===== src/sv/msd_lag_correlator_unit_defines.svh =====
// assertion macros used by the correlator unit
`ifndef MSD_LAG_CORRELATOR_UNIT_DEFINES_SVH
`define MSD_LAG_CORRELATOR_UNIT_DEFINES_SVH

// condition that holds at every clock edge out of reset
`define MSDC_ASSERT_ALWAYS(name, cond, msg) \
    name: assert property (@(posedge clk) disable iff (!rst_n) (cond)) else $error(msg);

// same-cycle implication
`define MSDC_ASSERT_IMP(name, ante, cons, msg) \
    name: assert property (@(posedge clk) disable iff (!rst_n) (ante) |-> (cons)) \
        else $error(msg);

// next-cycle implication
`define MSDC_ASSERT_NEXT(name, ante, cons, msg) \
    name: assert property (@(posedge clk) disable iff (!rst_n) (ante) |=> (cons)) \
        else $error(msg);

`endif


===== src/sv/msdc_pkg.sv =====
package msdc_pkg;

    localparam int MAX_PARTICLES = 1024;
    localparam int PART_W        = $clog2(MAX_PARTICLES);
    localparam int MAX_LENGTH    = 64;
    localparam int LAG_W         = $clog2(MAX_LENGTH);
    localparam int LEN_W         = LAG_W + 1;
    localparam int NUM_SPECIES   = 8;
    localparam int SPEC_W        = $clog2(NUM_SPECIES);
    localparam int COORD_BITS    = 24;

    // squared distance datapath
    localparam int DIFF_W = COORD_BITS + 1;
    localparam int SQ_W   = 2 * DIFF_W;
    localparam int DIST_W = SQ_W + 2;
    localparam int ACC_W  = 64;
    localparam int TICK_W = 32;

    // memories
    localparam int HIST_W      = 3 * COORD_BITS;
    localparam int HIST_ADDR_W = PART_W + LAG_W;
    localparam int HIST_DEPTH  = MAX_PARTICLES * MAX_LENGTH;
    localparam int ACC_ADDR_W  = SPEC_W + LAG_W;
    localparam int ACC_DEPTH   = NUM_SPECIES * MAX_LENGTH;

    // configuration
    localparam int CFG_ADDR_W = 3;
    localparam int CFG_DATA_W = 32;
    localparam logic [CFG_ADDR_W-3:0] REG_HISTORY_LENGTH = '0;
    localparam logic [LEN_W-1:0] HISTORY_LENGTH_RESET = LEN_W'(20);
    localparam logic [LEN_W-1:0] LENGTH_MIN = LEN_W'(2);
    localparam logic [LEN_W-1:0] LENGTH_MAX = LEN_W'(MAX_LENGTH);

    // commands carried in tuser
    localparam logic CMD_SAMPLE = 1'b0;
    localparam logic CMD_READ   = 1'b1;

    // input tdata layout, lowest bit first
    localparam int OFF_PART = 0;
    localparam int OFF_SPEC = OFF_PART + PART_W;
    localparam int OFF_X    = OFF_SPEC + SPEC_W;
    localparam int OFF_Y    = OFF_X + COORD_BITS;
    localparam int OFF_Z    = OFF_Y + COORD_BITS;
    localparam int OFF_LAG  = OFF_Z + COORD_BITS;
    localparam int IN_FIELDS_W  = OFF_LAG + LAG_W;
    localparam int S_TDATA_W    = ((IN_FIELDS_W + 7) / 8) * 8;
    localparam int OUT_FIELDS_W = ACC_W + TICK_W + 1;
    localparam int M_TDATA_W    = ((OUT_FIELDS_W + 7) / 8) * 8;

    typedef struct packed {
        logic             valid;
        logic             last;
        logic [LAG_W-1:0] lag;
    } lag_tag_t;

    typedef enum logic [2:0] {
        ST_CLEAR,
        ST_IDLE,
        ST_WALK,
        ST_DRAIN,
        ST_READ
    } state_t;

endpackage


===== src/sv/msdc_sqdist.sv =====
module msdc_sqdist (
    input  logic                            clk,
    input  logic                            rst_n,
    input  msdc_pkg::lag_tag_t              in_tag,
    input  logic [msdc_pkg::HIST_W-1:0]     cur_pos,  // x, y, z from bit 0 up
    input  logic [msdc_pkg::HIST_W-1:0]     old_pos,  // x, y, z from bit 0 up
    output msdc_pkg::lag_tag_t              pre_tag,
    output msdc_pkg::lag_tag_t              out_tag,
    output logic [msdc_pkg::DIST_W-1:0]     out_dist
);
    import msdc_pkg::*;

    logic [2:0][DIFF_W-1:0] mag;
    logic [2:0][DIFF_W-1:0] mag_reg;
    logic [2:0][SQ_W-1:0]   sq_reg;
    logic [DIST_W-1:0]      dist_reg;
    lag_tag_t               tag1_reg;
    lag_tag_t               tag2_reg;
    lag_tag_t               tag3_reg;

    always_comb
    begin
        logic signed [DIFF_W-1:0] a;
        logic signed [DIFF_W-1:0] b;
        logic signed [DIFF_W-1:0] d;
        for (int i = 0; i < 3; i++)
        begin
            a = DIFF_W'(signed'(cur_pos[i*COORD_BITS +: COORD_BITS]));
            b = DIFF_W'(signed'(old_pos[i*COORD_BITS +: COORD_BITS]));
            d = a - b;
            // the most negative difference still reads right as unsigned
            mag[i] = d[DIFF_W-1] ? DIFF_W'(-d) : DIFF_W'(d);
        end
    end

    always_ff @(posedge clk)
    begin
        mag_reg <= mag;
        for (int i = 0; i < 3; i++)
        begin
            sq_reg[i] <= mag_reg[i] * mag_reg[i];
        end
        dist_reg <= DIST_W'(sq_reg[0]) + DIST_W'(sq_reg[1]) + DIST_W'(sq_reg[2]);
    end

    always_ff @(posedge clk or negedge rst_n)
    begin
        if (!rst_n)
        begin
            tag1_reg <= '0;
            tag2_reg <= '0;
            tag3_reg <= '0;
        end
        else
        begin
            tag1_reg <= in_tag;
            tag2_reg <= tag1_reg;
            tag3_reg <= tag2_reg;
        end
    end

    assign pre_tag  = tag2_reg;
    assign out_tag  = tag3_reg;
    assign out_dist = dist_reg;

endmodule


===== config.mk =====
export PLATFORM = sky130hd
export DESIGN_NAME = msdc_sqdist
export DESIGN_NICKNAME = d
export VERILOG_FILES = /design/src/sv/msd_lag_correlator_unit_defines.svh /design/src/sv/msdc_pkg.sv /design/src/sv/msdc_sqdist.sv
export SDC_FILE = /design/constraint.sdc
export NUM_CORES = 2
export LEC_CHECK = 0
export BUFFER_PORTS_ARGS = -buffer_cell sky130_fd_sc_hd__clkbuf_2
export CORE_MARGIN = 2
export CORE_UTILIZATION = 60
export DETAILED_ROUTE_END_ITERATION = 8
export GPL_TIMING_DRIVEN = 0
export PLACE_DENSITY_LB_ADDON = 0.05
export SLEW_MARGIN = 0
export SYNTH_ARGS = -nofsm -noshare
export SYNTH_HDL_FRONTEND = slang
export SYNTH_SLANG_ARGS = --single-unit

===== constraint.sdc =====
create_clock -name clk -period 7.2 [get_ports clk]
set_input_delay 0.36 -clock clk [delete_from_list [all_inputs] [get_ports clk]]
set_output_delay 0.36 -clock clk [all_outputs]
set_load 0.1 [all_outputs]

==> impl_metrics.py <==
metrics = {
    "run_status": {
        "status": "finished clean",
    },
    "logic_synthesis": {
        "ys_types": 84,
        "syn_inst": 7558,
        "synth_area_um2": 68800,
        "ys_dominant_reg_cell": "dfxtp_1",
        "ys_seq_area_share_pct": 8.846,
        "synth.largest_area_cell": "fa_1",
        "synth_edf_count": 0,
        "avgSynthCellArea_um2": 9.103,
        "synth_seq_cells": 298,
        "synthArstFlopShare_pct": 8.054,
        "synth_area_leaders": "fa_1, ha_1, inv_1, dfxtp_1, nand2_1",
        "yosys_warnings": 0,
        "netlist.area_leader.share_pct": 42.25,
    },
    "clock_tree": {
        "cts_tree": "yes",
        "cts_made_buffers": 36,
        "path_clk_slew_ns": 0.06,
        "cts_sinks": 298,
        "clock-root-buffer": "clkbuf_16",
        "htreeDepth": 2,
        "clk_path_buf_depth": 3,
        "worst_skew_pair.late_latency_ns": 0.62,
    },
    "setup_path": {
        "critPathLaunchType": "register",
        "r2r-end": "sq_reg[48]$_DFF_P_",
        "critPathArrivalTime_ns": 7.70,
        "critPathMaxFanout": 10,
        "path_class": "register to register",
        "reg2reg_from": "mag_reg[6]$_DFF_P_",
        "end_kind": "register",
        "worst_path_max_delay_cell": "fa_1",
        "r2r_slack_ns": 0.005,
        "crit_top_cell": "fa_1",
        "worst-endpoint-required_ns": 7.70,
        "rr_worst_depth": 23,
        "worstPathCellList": "clkbuf_8, and2_1, fa_2, fa_1, inv_1, fa_1, inv_1, fa_1, fa_2, fa_1, inv_1, fa_2, inv_2, ha_4, a21o_1, a21oi_4, or3b_4, o211ai_1, a31oi_2, o21ai_1, nand2b_1, a221o_1, xor2_2",
        "critPathMaxStageDelay_ns": 0.57,
    },
    "timing": {
        "timing.final.crit_share_pct": 99.93,
        "slew_headroom_pct": 8.538,
        "drv_slew": 0,
        "finalSetupTns_ns": 0,
        "setup_viol": 0,
        "worstMarginPinSlew_ns": 1.354,
        "fin_crit_ns": 7.195,
        "max_freq_mhz": 139.0,
        "final-hold-violation-count": 0,
        "fin_hold_ws_ns": 0.09360,
        "rsz0062_at_grt": "true",
        "fin_ws_ns": 0.004984,
        "skew_ns": 0.03704,
    },
    "place": {
        "gp_congestion": 0.9940,
        "dp_worst_setup_slack_ns": -2.235,
        "port_buffers": 221,
        "placed_cells": 9293,
        "hpwl_um": 161600,
    },
    "die": {
        "io_pins": 222,
        "num_rows": 124,
        "die_x_um": 342.6,
        "dieArea_um2": 117400,
        "initial_core_util_pct": 60.33,
        "die_height_um": 342.6,
        "coreArea_um2": 114000,
    },
    "global_routing": {
        "grt_pass1_vias": 55420,
        "grtUsageTotal_pct": 34.24,
        "antenna_found_initial": 6,
        "grt_pass1_wl_um": 306300,
        "grt_max_degree": 25,
        "grt_overflow": 0,
    },
    "route": {
        "antenna_left": 0,
        "top_layer_used": "met5",
        "met1_length_um": 80150,
        "drc_errors": 0,
        "vias": 52943,
        "drtPass1Iterations": 5,
        "finalWirelength_um": 199600,
        "via_per_inst": 5.502,
        "post_drt_wl_per_cell_um": 20.74,
        "first_iter_violations": 3875,
        "wl_met3_um": 18750,
        "dr_wl_met2_um": 91400,
    },
    "min_path": {
        "hold_class": "input port to register",
        "whs_endpoint": "mag_reg[25]$_DFF_P_",
        "holdPathStages": 3,
        "min_from": "old_pos[24]",
    },
    "layout": {
        "final_common_cell": "inv_1",
        "areaGrowthSynthToFinish_pct": 15.50,
        "drive_gt1_share_pct": 15.15,
        "largest_reg_flops": 147,
        "nets": 10374,
        "mostFrequentLayoutCells": "inv_1, fa_1, ha_1",
        "fin_cells": 9622,
    },
    "flow_run": {
        "drv_cap": 0,
    },
}
==> timing repair <==
action / 4_1_cts / 5_1_grt
hold endpoints to repair: 32 / 0
buffers inserted: 113 / 161
hold buffers: 9 / 0
pin swaps: 80 / 265
gates resized for setup: 736 / 475
setup endpoints to repair: 96 / 42
gates cloned: 1 / 4
==> metal layers <==
layer	vias up	track usage, %
li1	23823	-
met1	26386	45.74
met2	2221	54.29
met3	511	7.824
met4	2	13.70
met5	-	0
==> synthesized netlist by cell type (8+ instances only) <==
cell / count
xor2_1: 128
and3_1: 30
o21a_1: 44
and4_1: 15
and2_1: 374
a221oi_1: 11
a311oi_1: 8
o31ai_1: 17
nand2_1: 642
inv_1: 2094
a211oi_1: 24
a2111oi_0: 9
or2_2: 19
nor4_1: 16
nand3_1: 63
o211ai_1: 25
a31oi_1: 41
o21bai_1: 34
or3_1: 10
a221o_1: 8
nor3_1: 57
xnor2_1: 199
dfrtp_1: 24
nor3b_1: 9
a21oi_1: 259
o21ai_0: 142
a21boi_0: 13
dfxtp_1: 274
a21o_1: 140
nor2b_1: 34
clkbuf_1: 202
nand4_1: 24
nand2b_1: 27
nor2_1: 269
ha_1: 687
fa_1: 1452
==> final cells by class <==
| cell class | count | area (µm²) |
|---|---|---|
| Clock buffer | 44 | 970.9 |
| Buffer | 181 | 2315 |
| Inverter | 2099 | 7976 |
| Sequential cell | 298 | 6305 |
| Fill cell | 9002 | 34570 |
| Multi-Input combinational cell | 4956 | 56060 |
| Antenna cell | 2 | 5.005 |
| Timing Repair Buffer | 509 | 3632 |
| Tap cell | 1512 | 1892 |
| Clock inverter | 21 | 314.1 |
==> cells by family after synthesis <==
group / synth area share (%)
other: 0.005451
flip-flops: 8.846
buffers and inverters: 12.59
XOR/XNOR: 4.163
multiplexers: 0.1691
adder cells (fa/ha/maj): 54.74
AO/OA/AOI/OAI: 8.202
AND/OR/NAND/NOR: 11.29
==> through the flow <==
step                util, %  cell area (µm²)
detailed placement    62.97            71810
floorplan                 -            68810
finish                69.69            79470
global placement      62.97            71810
global route          69.68            79460
CTS                   67.31            76750
==> worst max path at each step <==
stage                     cells after the start                   to                 from  slack, ns
after floorplan                              29   sq_reg[98]$_DFF_P_  mag_reg[28]$_DFF_P_      -0.06
after global placement                       28   sq_reg[43]$_DFF_P_   mag_reg[3]$_DFF_P_      -2.19
after detailed placement                     28   sq_reg[43]$_DFF_P_   mag_reg[3]$_DFF_P_      -2.23
after CTS                                    25  sq_reg[149]$_DFF_P_  mag_reg[60]$_DFF_P_     -0.004
after global routing                         27   sq_reg[96]$_DFF_P_  mag_reg[28]$_DFF_P_      -0.21
final                                        23   sq_reg[48]$_DFF_P_   mag_reg[6]$_DFF_P_      0.005
==> worst max-delay path, delay by kind of cell, from the launching register on <==
kind                       cells  cell delay, ns
buffers and inverters          5            0.42
adders and majority gates      8            3.85
DFF                            1            0.40
xor gates and xnor gates       1            0.24
AOI/OAI and AO/OA              6            1.44
and+or+nand+nor                3            0.69
Power is left out: the tool's default activity adds up to more than one toggle a clock period on the data nets, which glitch-free logic cannot reach.
